<file path="src/rtl/sad_block_motion_search_unit_assert.svh">
// ----------------------------------------------------------------------------
// sad_block_motion_search_unit_assert
// Assertion macros for the motion search unit.
// ----------------------------------------------------------------------------
`ifndef SAD_BLOCK_MOTION_SEARCH_UNIT_ASSERT_SVH
`define SAD_BLOCK_MOTION_SEARCH_UNIT_ASSERT_SVH
// Implication checked on every rising clock edge outside reset.
`define SBMS_ASSERT_IMP(label, ante, cons) \
    label: assert property (@(posedge aclk) disable iff (!aresetn) (ante) |-> (cons)) \
        else $error("assertion failed");
// Next-cycle implication.
`define SBMS_ASSERT_NEXT(label, ante, cons) \
    label: assert property (@(posedge aclk) disable iff (!aresetn) (ante) |=> (cons)) \
        else $error("assertion failed");
`endif

</file>
<file path="src/rtl/sbms_pkg.sv">
// ----------------------------------------------------------------------------
// sbms_pkg
// Shared types and constants of the SAD motion search unit.
// ----------------------------------------------------------------------------
package sbms_pkg;
    localparam int MAX_BLOCK_SIDE_DEF = 32;
    localparam int MAX_SCOPE_DEF      = 7;
    localparam int WIN_STRIDE_DEF     = 48;

    localparam logic [1:0] CMD_LOAD_REF = 2'd0;
    localparam logic [1:0] CMD_LOAD_WIN = 2'd1;
    localparam logic [1:0] CMD_START    = 2'd2;

    localparam logic [1:0] REG_WIDTH  = 2'd0;
    localparam logic [1:0] REG_HEIGHT = 2'd1;
    localparam logic [1:0] REG_SCOPE  = 2'd2;

    typedef enum logic [3:0] {
        ST_IDLE,
        ST_CAND,     // set up candidate
        ST_PIX,      // stream pixels of candidate
        ST_DRAIN,    // wait for datapath pipeline
        ST_CMP,      // compare candidate SAD against best
        ST_NEXTC,    // step candidate
        ST_PHASE,    // coarse done, decide on fine
        ST_DIV,      // divide best SAD by area
        ST_OUT       // hold result
    } sbms_state_t;

    // controller -> datapath
    typedef struct packed {
        logic       clear_sad;   // clear accumulator for a new candidate
        logic       pix_en;      // issue one pixel read pair
        logic       cmp;         // compare accumulator with best
        logic       clear_best;  // reset best for a new search phase
        logic       div_start;
        logic       div_step;
    } sbms_cmd_t;
endpackage

</file>
<file path="src/rtl/sbms_controller.sv">
// ----------------------------------------------------------------------------
// sbms_controller
// Sequencer over search phases, candidates and block pixels.
// ----------------------------------------------------------------------------
module sbms_controller import sbms_pkg::*; #(
    parameter int MAX_BLOCK_SIDE = MAX_BLOCK_SIDE_DEF,
    localparam int RA = $clog2(MAX_BLOCK_SIDE)
) (
    input  logic              aclk,
    input  logic              aresetn,
    input  logic              start,
    input  logic              refine,
    input  logic [RA:0]       w,
    input  logic [RA:0]       h,
    input  logic [3:0]        scope,
    input  logic              better,
    input  logic              div_done,
    input  logic              out_taken,
    output sbms_cmd_t         cmd,
    output logic [RA-1:0]     px,
    output logic [RA-1:0]     py,
    output logic signed [7:0] win_r,
    output logic signed [7:0] win_c,
    output logic              busy,
    output logic              out_valid,
    output logic signed [4:0] mv_x,
    output logic signed [4:0] mv_y,
    output logic              updated
);
    sbms_state_t state_reg, state_next;
    logic [RA-1:0] px_reg, px_next, py_reg, py_next;
    logic signed [4:0] dx_reg, dx_next, dy_reg, dy_next;
    logic signed [4:0] cx_reg, cx_next, cy_reg, cy_next;
    logic signed [4:0] bx_reg, bx_next, by_reg, by_next;
    logic coarse_reg, coarse_next, upd_reg, upd_next;
    logic [1:0] drain_reg, drain_next;
    logic signed [4:0] range, stepv;

    assign range = coarse_reg ? 5'(scope) : 5'sd1;
    assign stepv = coarse_reg ? 5'sd2 : 5'sd1;

    always_ff @(posedge aclk) begin
        if (!aresetn) begin
            state_reg <= ST_IDLE;
        end else begin
            state_reg <= state_next;
        end
        px_reg <= px_next; py_reg <= py_next;
        dx_reg <= dx_next; dy_reg <= dy_next;
        cx_reg <= cx_next; cy_reg <= cy_next;
        bx_reg <= bx_next; by_reg <= by_next;
        coarse_reg <= coarse_next; upd_reg <= upd_next;
        drain_reg <= drain_next;
    end

    always_comb begin
        state_next = state_reg;
        px_next = px_reg; py_next = py_reg;
        dx_next = dx_reg; dy_next = dy_reg;
        cx_next = cx_reg; cy_next = cy_reg;
        bx_next = bx_reg; by_next = by_reg;
        coarse_next = coarse_reg; upd_next = upd_reg;
        drain_next = drain_reg;
        cmd = '0;
        case (state_reg)
            ST_IDLE: begin
                if (start) begin
                    coarse_next = refine;
                    cx_next = '0; cy_next = '0;
                    dx_next = refine ? -5'(scope) : -5'sd1;
                    dy_next = refine ? -5'(scope) : -5'sd1;
                    bx_next = '0; by_next = '0;
                    cmd.clear_best = 1'b1;
                    state_next = ST_CAND;
                end
            end
            ST_CAND: begin
                cmd.clear_sad = 1'b1;
                px_next = '0; py_next = '0;
                state_next = ST_PIX;
            end
            ST_PIX: begin
                cmd.pix_en = 1'b1;
                if ({1'b0, px_reg} == w - 1'b1) begin
                    px_next = '0;
                    if ({1'b0, py_reg} == h - 1'b1) begin
                        drain_next = 2'd2;
                        state_next = ST_DRAIN;
                    end else begin
                        py_next = py_reg + 1'b1;
                    end
                end else begin
                    px_next = px_reg + 1'b1;
                end
            end
            ST_DRAIN: begin
                drain_next = drain_reg - 1'b1;
                if (drain_reg == 2'd1) state_next = ST_CMP;
            end
            ST_CMP: begin
                cmd.cmp = 1'b1;
                if (better) begin
                    bx_next = dx_reg; by_next = dy_reg;
                end
                state_next = ST_NEXTC;
            end
            ST_NEXTC: begin
                if (dx_reg + stepv <= range) begin
                    dx_next = dx_reg + stepv;
                    state_next = ST_CAND;
                end else if (dy_reg + stepv <= range) begin
                    dx_next = -range;
                    dy_next = dy_reg + stepv;
                    state_next = ST_CAND;
                end else if (coarse_reg) begin
                    state_next = ST_PHASE;
                end else begin
                    upd_next = 1'b1;
                    cmd.div_start = 1'b1;
                    state_next = ST_DIV;
                end
            end
            ST_PHASE: begin
                if (bx_reg == 0 && by_reg == 0) begin
                    upd_next = 1'b0;
                    state_next = ST_OUT;
                end else begin
                    coarse_next = 1'b0;
                    cx_next = bx_reg; cy_next = by_reg;
                    bx_next = '0; by_next = '0;
                    dx_next = -5'sd1; dy_next = -5'sd1;
                    cmd.clear_best = 1'b1;
                    state_next = ST_CAND;
                end
            end
            ST_DIV: begin
                if (div_done) state_next = ST_OUT;
            end
            ST_OUT: begin
                if (out_taken) state_next = ST_IDLE;
            end
            default: state_next = ST_IDLE;
        endcase
    end

    assign px = px_reg;
    assign py = py_reg;
    assign win_r = 8'(py_reg) + 8'(cy_reg) + 8'(dy_reg) + 8'(scope) + 8'sd1;
    assign win_c = 8'(px_reg) + 8'(cx_reg) + 8'(dx_reg) + 8'(scope) + 8'sd1;
    assign busy = state_reg != ST_IDLE;
    assign out_valid = state_reg == ST_OUT;
    assign updated = upd_reg;
    assign mv_x = upd_reg ? cx_reg + bx_reg : 5'sd0;
    assign mv_y = upd_reg ? cy_reg + by_reg : 5'sd0;
endmodule

</file>
<file path="config.mk">
export PLATFORM = sky130hd
export DESIGN_NAME = sbms_controller
export DESIGN_NICKNAME = d
export VERILOG_FILES = /design/src/rtl/sad_block_motion_search_unit_assert.svh /design/src/rtl/sbms_pkg.sv /design/src/rtl/sbms_controller.sv
export SDC_FILE = /design/constraint.sdc
export NUM_CORES = 1
export LEC_CHECK = 0
export ABC_AREA = 1
export ABC_CLOCK_PERIOD_IN_PS = 7300
export BUFFER_PORTS_ARGS = -buffer_cell sky130_fd_sc_hd__buf_2
export CAP_MARGIN = 30
export CORE_ASPECT_RATIO = 0.5
export CORE_MARGIN = 2
export CORE_UTILIZATION = 35
export CTS_CLUSTER_SIZE = 16
export DETAILED_ROUTE_END_ITERATION = 10
export GPL_TIMING_DRIVEN = 0
export SYNTH_ARGS = -nofsm -noshare
export SYNTH_HDL_FRONTEND = slang
export SYNTH_SLANG_ARGS = --single-unit
</file>
<file path="constraint.sdc">
create_clock -name aclk -period 7.3 [get_ports aclk]
set_input_delay 2.19 -clock aclk [delete_from_list [all_inputs] [get_ports aclk]]
set_output_delay 2.19 -clock aclk [all_outputs]
set_load 0.01 [all_outputs]
</file>
## Word level (Yosys, flattened, before mapping)

Index checks and enable logic that the tools add are counted.
W data, S select, Z words.

- Input port bits: 23
- Register bits after elaboration: 48
- Output and inout port bits: 45

- Multiplexer cells: 60
- Reductions and logical operators: 19
- Magnitude comparators: 2
- Add/subtract/negate cells: 19
- Equal/unequal tests: 26

Operator list:

| cell | number |
|---|---|
| $mux W5 | 18 |
| $logic_not A32 Y1 | 2 |
| $pmux W5 S3 | 4 |
| $pmux W5 S2 | 4 |
| $pmux W4 S9 | 1 |
| $mux W4 | 8 |
| $ne A2 B2 Y1 const B | 14 |
| $add A7 B5 Y8 | 2 |
| $add A8 B1 Y8 const B | 2 |
| $add A8 B4 Y8 | 2 |
| $eq A4 B3 Y1 const B | 4 |
| $mux W1 | 16 |
| $add A6 B5 Y7 | 2 |
| $eq A5 B6 Y1 | 2 |
| $sub A6 B1 Y6 const B | 2 |
| $add A5 B1 Y5 const B | 2 |
| $add A5 B3 Y5 | 2 |
| $add A5 B5 Y5 | 2 |
| $le A5 B5 Y1 | 2 |
| $neg A4 Y5 | 2 |
| $reduce_and A5 Y1 | 2 |
| $reduce_and A3 Y1 | 3 |
| $eq A4 B2 Y1 const B | 2 |
| $reduce_and A4 Y1 | 2 |
| other kinds (15) | 24 |

## Longest topological paths before layout

Gate-level depths: netlist of the first run.

- Depth in word-level cells: 6
- Gate-level depth with buffers: 18
- Mapped depth without buffers: 18

## Least setup slack after synthesis of the first run

OpenSTA, ideal clock, no wires.

- Path kind: input to output
- Start point: in scope[1]
- End point: out win_c[7]
- Data arrival time: 4.470 ns
- Slack: 0.640 ns
- Data required time: 5.110 ns
- Path buffers: 0
- Stages: 10
- Cells stage by stage: fa_1 fa_1 ha_1 inv_1 fa_1 o21ai_0 nand2_1 a21oi_1 nor2_1 xor2_1

- Cells in the longest elaborated chain, start to end: 2

Ends and longest elaborated chain:

| what | RTL line | RTL |
|---|---|---|
| start, declared | sbms_controller.sv:15 | `input logic [3:0] scope,` |
| $add A8 B4 Y8 | sbms_controller.sv:149 | `assign win_c = 8'(px_reg) + 8'(cx_reg) + 8'(dx_reg) + 8'(scope) + 8'sd1;` |
| $add A8 B1 Y8 | sbms_controller.sv:149 |  |
| end, declared | sbms_controller.sv:23 | `output logic signed [7:0] win_c,` |

Every way passes these cells.

## Worst setup path in the final report of the first run

- Start point: in scope[1]
- End point: out win_r[7]

- Cells in the longest elaborated chain, start to end: 2

Ends and longest elaborated chain:

| what | RTL line | RTL |
|---|---|---|
| $add A8 B4 Y8 | sbms_controller.sv:148 | `assign win_r = 8'(py_reg) + 8'(cy_reg) + 8'(dy_reg) + 8'(scope) + 8'sd1;` |
| $add A8 B1 Y8 | sbms_controller.sv:148 |  |
| end, declared | sbms_controller.sv:22 | `output logic signed [7:0] win_r,` |

Every way passes these cells.

==> flow_metrics.py, run 1 <==
metrics = {
    "outcome": {
        "status": "finished, final reports clean",
    },
    "drt": {
        "drt_wl_total_um": 10480,
        "drt_first_pass_iters": 4,
        "drc_errors": 0,
        "routed.top_layer": "met4",
        "vias": 3659,
        "drt_iter0_drc": 194,
        "ant_nets": 0,
        "route.met2.wl_um": 4486,
        "drt-met1-wl_um": 5089,
        "routed_via_density": 4.545,
        "drt-wirelength-per-cell_um": 13.01,
        "met3WireLength_um": 796,
    },
    "synth": {
        "syn_avg_cell_area_um2": 8.022,
        "synth_edf_count": 44,
        "yosys.area.top_type_share_pct": 29.46,
        "dominantRegCellSynth": "edfxtp_1",
        "ys_seq_area_share_pct": 31.25,
        "synth_area_leaders": "edfxtp_1 (29%), ha_1 (13%), fa_1 (11%), inv_1 (9.0%), nand2_1 (8.8%)",
        "synthesis.nets": 653,
        "syn_inst": 559,
        "syn_area_um2": 4484,
        "synth.lib_cells_used.distinct": 37,
        "ys_async_sr_fraction_pct": 0,
        "ys_warn_count": 0,
        "synth_area_leader_cell": "edfxtp_1",
        "synth_seq_cells": 48,
    },
    "timing": {
        "tns_ns": 0,
        "period_minus_slack_ns": 7.026,
        "finalSetupViolCount": 0,
        "worst_pin_slew_ns": 0.8198,
        "rsz0062_at_grt": "false",
        "fin_crit_sh_pct": 96.24,
        "fmax_ghz": 0.1423,
        "relSlewSlack_pct": 44.93,
        "skew_ns": 0.004428,
        "drv_slew": 0,
        "finalHoldViolCount": 0,
        "hold_ws_ns": 0.5627,
    },
    "clock_tree": {
        "cts_setup_buffers": 0,
        "cts_buffers": 5,
        "clkSinkCount": 48,
        "path_clk_slew_ns": 0.07,
        "h-tree-depth": 2,
        "cts_hold_buf": 0,
        "clk_latency_ns": 0.30,
        "cts_tree": "built",
        "cts_root_buf": "clkbuf_16",
        "clock_path_buffers": 2,
        "cts_resized": 0,
    },
    "power": {
        "intPower_mw": 1.491,
        "p_leak_nw": 2.645,
        "sw_frac_of_total_pct": 48.42,
        "p_clk_share_pct": 10.7,
        "power_frac_seq_pct": 20.5,
        "power_density_nw_per_um2": 552.2,
        "irDropWorstVdd_uv": 303.6,
        "p_comb_share_pct": 68.8,
        "p_sw_mw": 1.400,
    },
    "die": {
        "fp.coreArea_um2": 12590,
        "die_h_um": 84.04,
        "boundaryPins": 68,
        "initial_core_util_pct": 35.62,
        "die_width_um": 164.1,
        "rows": 29,
        "die_area_um2": 13790,
    },
    "cells_and_area": {
        "stdcell_area_um2": 5236,
        "syn_to_final_growth_pct": 16.77,
        "final_cell_mix": "inv_1 (107), nand2_1 (105), nor2_1 (74)",
        "final_nets": 728,
        "final_cells": 805,
        "drive_above_1_share_pct": 15.28,
        "final_core_util_pct": 41.59,
        "final_common_cell": "inv_1",
        "diodes": 0,
        "fillCellCount": 1255,
    },
    "placed_design": {
        "placed_cell_area_um2": 5042,
        "place_inst": 797,
        "place_congestion": 0.8616,
        "hpwl_um": 8736,
        "io_buffers": 66,
    },
    "grt": {
        "grt_pass1_wl_um": 17240,
        "grt_pass1_vias": 3564,
        "overflow": 0,
        "grt.total_usage_pct": 16.25,
        "antenna_found_initial": 0,
        "grt_max_degree": 17,
    },
    "worst_setup_path": {
        "r2r_slack_ns": 3.35,
        "rr_worst_depth": 16,
        "crit_arrival_ns": 4.84,
        "crit_required_ns": 5.11,
        "cp-end-kind": "output port",
        "start_kind": "primary input",
        "crit_fanout": 4,
        "r2r-end": "dy_reg[1]",
        "r2r-start": "coarse_reg",
        "critPathKind": "in2out",
    },
    "min_path": {
        "hold_depth": 1,
        "hp-start": "drain_reg[0]",
        "hp-class": "reg2reg",
        "worstHoldEndpoint": "drain_reg[0]",
    },
    "run": {
        "drv_cap": 0,
    },
}
power groups by stage:
| stage | clock (mW) | sequential (mW) | combinational, mW |
|---|---|---|---|
| floorplan | 0 | 0.566 | 1.40 |
| global placement | 0 | 0.602 | 1.96 |
| detailed placement | 0 | 0.602 | 2.01 |
| CTS | 0.311 | 0.597 | 2.03 |
| global route | 0.322 | 0.615 | 2.31 |
| finish | 0.309 | 0.593 | 1.99 |
synth_stat cells (2+ instances only):
master and count:
o21ai_0 25, a31oi_1 2, xor2_1 14, nand3_1 26
nand3b_1 3, a21oi_1 27, inv_2 5, buf_2 3
xnor2_1 10, dfxtp_1 4, ha_1 47, nand4_1 11
nor2_2 2, and2_1 2, fa_1 24, inv_1 107
nor2_1 74, clkbuf_1 2, edfxtp_1 44, nand2_1 105
nor3_1 5, nand3_2 2
critical path, stage by stage:
cell,delay (ns)
buf_2,0.16
fa_1,0.51
fa_1,0.53
ha_1,0.17
inv_1,0.06
fa_1,0.40
o21ai_0,0.29
a21oi_1,0.11
nor2_1,0.10
nor2_1,0.05
xor2_1,0.13
buf_2,0.14
per-stage QoR:
step,power [mW],setup slack [ns]
2_1_floorplan,1.963,0.6395
3_3_place_gp,2.566,0.2612
5_1_grt,3.247,0.05007
6_report,2.891,0.2744
3_5_place_dp,2.615,0.2441
4_1_cts,2.933,0.2294
worst max-delay path by stage:
stage | from | endpoint | depth (start not counted)
finish | scope[1] | win_r[7] | 12
global route | scope[1] | win_r[7] | 12
CTS | scope[1] | win_r[7] | 12
detailed placement | scope[1] | win_r[7] | 12
global placement | scope[1] | win_r[7] | 12
floorplan | scope[1] | win_c[7] | 10
cell families (layout without fill, tap and decap cells):
kind of cell	count (synthesis)	in the layout	share of synthesized area, %
other	1	1	0.08363
AOI/OAI and AO/OA	58	58	6.780
DFF	48	48	31.25
xor gates and xnor gates	24	24	4.687
and+or+nand+nor	238	238	23.24
adders and majority gates	71	71	23.83
buffers and inverters	119	195	10.13
layout make-up:
type	count	area (µm²)	share of cell area (%)
timing repair buffer	68	345.3	6.595
clock buffer	5	125.1	2.389
tap	170	212.7	4.062
buffer	6	30.03	0.5735
inverter	113	424.2	8.100
sequential	48	1401	26.76
multi-input combinational	392	2629	50.20
clock inverter	3	68.82	1.314
layer usage:
metal / vias up / global-route usage [%]
met5: - / 0
met4: 0 / 3.907
met3: 8 / 5.017
met2: 65 / 25.52
met1: 1656 / 21.85
li1: 1930 / -
No activity file was read; power rests on OpenSTA's default activity.
==> run 2, diff against run 1 <==
--- a/config.mk
+++ b/config.mk
@@ -11,10 +11,11 @@
 export CAP_MARGIN = 30
 export CORE_ASPECT_RATIO = 0.5
 export CORE_MARGIN = 2
-export CORE_UTILIZATION = 35
+export CORE_UTILIZATION = 58
 export CTS_CLUSTER_SIZE = 16
 export DETAILED_ROUTE_END_ITERATION = 10
 export GPL_TIMING_DRIVEN = 0
+export PLACE_DENSITY = 0.81
 export SYNTH_ARGS = -nofsm -noshare
 export SYNTH_HDL_FRONTEND = slang
 export SYNTH_SLANG_ARGS = --single-unit
==> flow_metrics.py, run 2 (synthesized netlist as in run 1, its figures left out) <==
metrics = {
    "outcome": {
        "status": "finished, final reports clean",
    },
    "worst_setup_path": {
        "start_kind": "primary input",
        "rr_worst_depth": 16,
        "crit_arrival_ns": 4.84,
        "crit_fanout": 4,
        "crit_required_ns": 5.11,
        "critPathKind": "in2out",
        "r2r-end": "dy_reg[4]",
        "cp-end-kind": "output port",
        "r2r-start": "coarse_reg",
        "r2r_slack_ns": 3.48,
    },
    "timing": {
        "worst_pin_slew_ns": 1.009,
        "fin_crit_sh_pct": 96.28,
        "rsz0062_at_grt": "false",
        "relSlewSlack_pct": 32.46,
        "tns_ns": 0,
        "fmax_ghz": 0.1423,
        "hold_ws_ns": 0.5653,
        "period_minus_slack_ns": 7.028,
        "finalSetupViolCount": 0,
        "finalHoldViolCount": 0,
        "drv_slew": 0,
        "skew_ns": 0.003745,
    },
    "grt": {
        "grt_pass1_wl_um": 16520,
        "grt_pass1_vias": 3673,
        "antenna_found_initial": 0,
        "grt_max_degree": 15,
        "overflow": 0,
        "grt.total_usage_pct": 25.11,
    },
    "min_path": {
        "worstHoldEndpoint": "state_reg[0]",
        "hp-start": "state_reg[0]",
        "hold_depth": 2,
        "hp-class": "reg2reg",
    },
    "drt": {
        "routed_via_density": 5.219,
        "vias": 3805,
        "ant_nets": 0,
        "drt_iter0_drc": 260,
        "drc_errors": 0,
        "drt_wl_total_um": 9786,
        "drt-wirelength-per-cell_um": 13.42,
        "drt_first_pass_iters": 4,
    },
    "die": {
        "rows": 22,
        "die_area_um2": 8494,
        "die_h_um": 66.18,
        "boundaryPins": 68,
        "die_width_um": 128.4,
        "fp.coreArea_um2": 7405,
        "initial_core_util_pct": 60.56,
    },
    "placed_design": {
        "io_buffers": 66,
        "hpwl_um": 8079,
        "place_inst": 721,
        "place_congestion": 0.9396,
    },
    "run": {
        "drv_cap": 0,
    },
    "cells_and_area": {
        "diodes": 0,
        "final_core_util_pct": 68.60,
        "drive_above_1_share_pct": 15.01,
        "syn_to_final_growth_pct": 13.28,
        "final_cells": 729,
        "final_common_cell": "inv_1",
        "final_nets": 727,
        "final_cell_mix": "inv_1 (107), nand2_1 (105), nor2_1 (74)",
    },
    "clock_tree": {
        "clkSinkCount": 48,
        "h-tree-depth": 2,
        "path_clk_slew_ns": 0.06,
        "cts_resized": 0,
        "cts_hold_buf": 0,
        "clock_path_buffers": 2,
        "cts_root_buf": "clkbuf_16",
        "cts_tree": "built",
        "cts_buffers": 5,
        "clk_latency_ns": 0.29,
        "cts_setup_buffers": 0,
    },
}
==> run 2: cell types whose count changed in the layout (fill, tap and decap cells not counted), sizes merged <==
| cell | previous run | this run |
|---|---|---|
| inv | 113 | 112 |
| bufinv | 2 | 0 |
| clkinvlp | 0 | 1 |
| buf | 72 | 71 |
| clkinv | 1 | 2 |
==> run 2: layout make-up <==
type	count	area, µm²
Tap cell	96	120.1
Fill cell	612	2325
Multi-Input combinational cell	392	2629
Inverter	113	424.2
Buffer	6	30.03
Timing Repair Buffer	67	337.8
Clock inverter	2	12.51
Sequential cell	48	1401
Clock buffer	5	125.1
==> run 2: worst max path at each step <==
stage | endpoint | cells past startpoint | startpoint | slack, ns
finish | win_r[7] | 12 | scope[1] | 0.27
global route | win_r[7] | 12 | scope[1] | 0.08
CTS | win_r[7] | 12 | scope[1] | 0.27
detailed placement | win_r[7] | 12 | scope[1] | 0.28
global placement | win_r[7] | 12 | scope[1] | 0.29
floorplan | win_c[7] | 10 | scope[1] | 0.64
==> run 2: stage by stage <==
step / worst slack, ns / area [µm²]
floorplan: 0.6395 / 4484
global placement: 0.2866 / 4935
detailed placement: 0.2793 / 4935
CTS: 0.2670 / 5072
global route: 0.07637 / 5080
finish: 0.2716 / 5080
==> run 2: worst max-delay path, cell delays in order <==
cell     delay (ns)
buf_2          0.16
fa_1           0.52
fa_1           0.52
ha_1           0.17
inv_1          0.06
fa_1           0.39
o21ai_0        0.30
a21oi_1        0.11
nor2_1         0.10
nor2_1         0.05
xor2_1         0.13
buf_2          0.14
==> run 2: metal layers <==
layer / routed length, µm / vias up / global-route usage [%]
li1: - / 1927 / -
met1: 4283 / 1737 / 32.22
met2: 4520 / 125 / 43.22
met3: 833 / 16 / 6.877
met4: 148 / 0 / 5.220
met5: 0 / - / 0
Power of run 2 is left out: the tool's default activity adds up to more than one toggle a clock period on the data nets, which glitch-free logic cannot reach.
==> run 3, diff against run 2 <==
--- a/config.mk
+++ b/config.mk
@@ -11,11 +11,11 @@
 export CAP_MARGIN = 30
 export CORE_ASPECT_RATIO = 0.5
 export CORE_MARGIN = 2
-export CORE_UTILIZATION = 58
+export CORE_UTILIZATION = 50
 export CTS_CLUSTER_SIZE = 16
 export DETAILED_ROUTE_END_ITERATION = 10
 export GPL_TIMING_DRIVEN = 0
-export PLACE_DENSITY = 0.81
+export PLACE_DENSITY = 0.71
 export SYNTH_ARGS = -nofsm -noshare
 export SYNTH_HDL_FRONTEND = slang
 export SYNTH_SLANG_ARGS = --single-unit
==> flow_metrics.py, run 3 (synthesized netlist as in run 1, its figures left out) <==
metrics = {
    "die": {
        "die_width_um": 137.9,
        "rows": 24,
        "initial_core_util_pct": 51.49,
        "die_h_um": 70.97,
        "die_area_um2": 9788,
        "boundaryPins": 68,
        "fp.coreArea_um2": 8708,
    },
    "run": {
        "drv_cap": 0,
    },
    "timing": {
        "finalHoldViolCount": 0,
        "drv_slew": 0,
        "tns_ns": 0,
        "skew_ns": 0.003546,
        "fin_crit_sh_pct": 96.54,
        "period_minus_slack_ns": 7.048,
        "finalSetupViolCount": 0,
        "worst_pin_slew_ns": 0.7552,
        "rsz0062_at_grt": "false",
        "fmax_ghz": 0.1419,
        "relSlewSlack_pct": 49.27,
    },
    "clock_tree": {
        "cts_hold_buf": 0,
        "cts_buffers": 5,
        "clock_path_buffers": 2,
        "cts_setup_buffers": 0,
        "cts_root_buf": "clkbuf_16",
        "clkSinkCount": 48,
        "cts_resized": 0,
        "clk_latency_ns": 0.29,
        "path_clk_slew_ns": 0.07,
        "h-tree-depth": 2,
        "cts_tree": "built",
    },
    "worst_setup_path": {
        "rr_worst_depth": 16,
        "path_cells": "buf_2 -> fa_1 -> fa_1 -> ha_1 -> inv_1 -> fa_1 -> o21ai_0 -> a21oi_1 -> nor2_1 -> nor2_1 -> xor2_1 -> buf_2",
        "crit_end": "win_r[7]",
        "r2r-end": "dy_reg[0]",
        "crit_required_ns": 5.11,
        "cp_slowest_cell": "fa_1",
        "cp-startpoint": "scope[1]",
        "cp-end-kind": "output port",
        "worst_path_largest_cell_delay_ns": 0.52,
        "crit_arrival_ns": 4.86,
        "r2r_slack_ns": 3.37,
        "critPathKind": "in2out",
        "crit_fanout": 4,
        "r2r-start": "coarse_reg",
        "start_kind": "primary input",
        "crit_path_frequent_cell": "fa_1",
    },
    "cells_and_area": {
        "final_common_cell": "inv_1",
        "diodes": 0,
        "final_cell_mix": "inv_1 (107), nand2_1 (105), nor2_1 (74)",
        "drive_above_1_share_pct": 15.28,
        "final_nets": 728,
        "fillCellCount": 813,
        "syn_to_final_growth_pct": 15.29,
    },
    "grt": {
        "grt.total_usage_pct": 21.57,
        "antenna_found_initial": 0,
        "overflow": 0,
        "grt_pass1_vias": 3581,
        "grt_max_degree": 17,
        "grt_pass1_wl_um": 16380,
    },
    "outcome": {
        "status": "finished, final reports clean",
    },
    "drt": {
        "drt_wl_total_um": 10180,
        "drt_first_pass_iters": 6,
        "vias": 3816,
        "drt-wirelength-per-cell_um": 13.53,
        "drt_iter0_drc": 210,
        "routed_via_density": 5.074,
        "drc_errors": 0,
        "ant_nets": 0,
    },
    "min_path": {
        "hp-class": "reg2reg",
    },
    "placed_design": {
        "place_congestion": 0.9246,
        "hpwl_um": 8351,
        "io_buffers": 66,
    },
}
==> run 3: stage by stage <==
| step | setup WS, ns | cells | utilization [%] | hold slack [ns] | instance area (µm²) |
|---|---|---|---|---|---|
| finish | 0.2523 | 752 | 59.37 | 0.5655 | 5170 |
| global route | 0.04639 | 752 | 59.37 | 0.5936 | 5170 |
| CTS | 0.2378 | 752 | 59.37 | 0.5647 | 5170 |
| detailed placement | 0.2485 | 744 | 57.14 | 0.5528 | 4976 |
| global placement | 0.2814 | 742 | 56.97 | 0.5523 | 4961 |
| floorplan | 0.6395 | 559 | - | 0.5257 | 4484 |
==> run 3: final cells by class <==
| class | count | area [µm²] | area share [%] |
|---|---|---|---|
| buffer | 6 | 30.03 | 0.5808 |
| clock buffer | 5 | 125.1 | 2.420 |
| clock inverter | 3 | 68.82 | 1.331 |
| inverter | 113 | 424.2 | 8.204 |
| multi-input combinational | 392 | 2629 | 50.85 |
| sequential | 48 | 1401 | 27.11 |
| tap | 117 | 146.4 | 2.832 |
| timing repair buffer | 68 | 345.3 | 6.680 |
==> run 3: worst min path at each step <==
stage,from,endpoint,slack [ns],depth (start not counted)
final,state_reg[0],state_reg[0],0.57,2
after global routing,state_reg[0],state_reg[0],0.59,2
after CTS,state_reg[0],state_reg[0],0.56,2
after detailed placement,state_reg[0],state_reg[0],0.55,2
after global placement,state_reg[0],state_reg[0],0.55,2
after floorplan,state_reg[0],state_reg[0],0.53,2
==> run 3: critical path: cells and delay by family <==
kind,cells,cell delay (ns)
AOI/OAI and AO/OA,2,0.40
xor gates and xnor gates,1,0.13
adders and majority gates,4,1.60
buffers and inverters,3,0.37
and+or+nand+nor,2,0.16
==> run 3: per-layer routing <==
| metal | part of all wire [%] | vias to the layer above | GRT usage, % |
|---|---|---|---|
| met2 | 44 | 122 | 36.47 |
| met1 | 48 | 1749 | 29.61 |
| met4 | 0.97 | 0 | 2.948 |
| met3 | 6.6 | 13 | 4.444 |
| li1 | - | 1932 | - |
| met5 | 0 | - | 0 |
Power of run 3 is left out for the same reason.
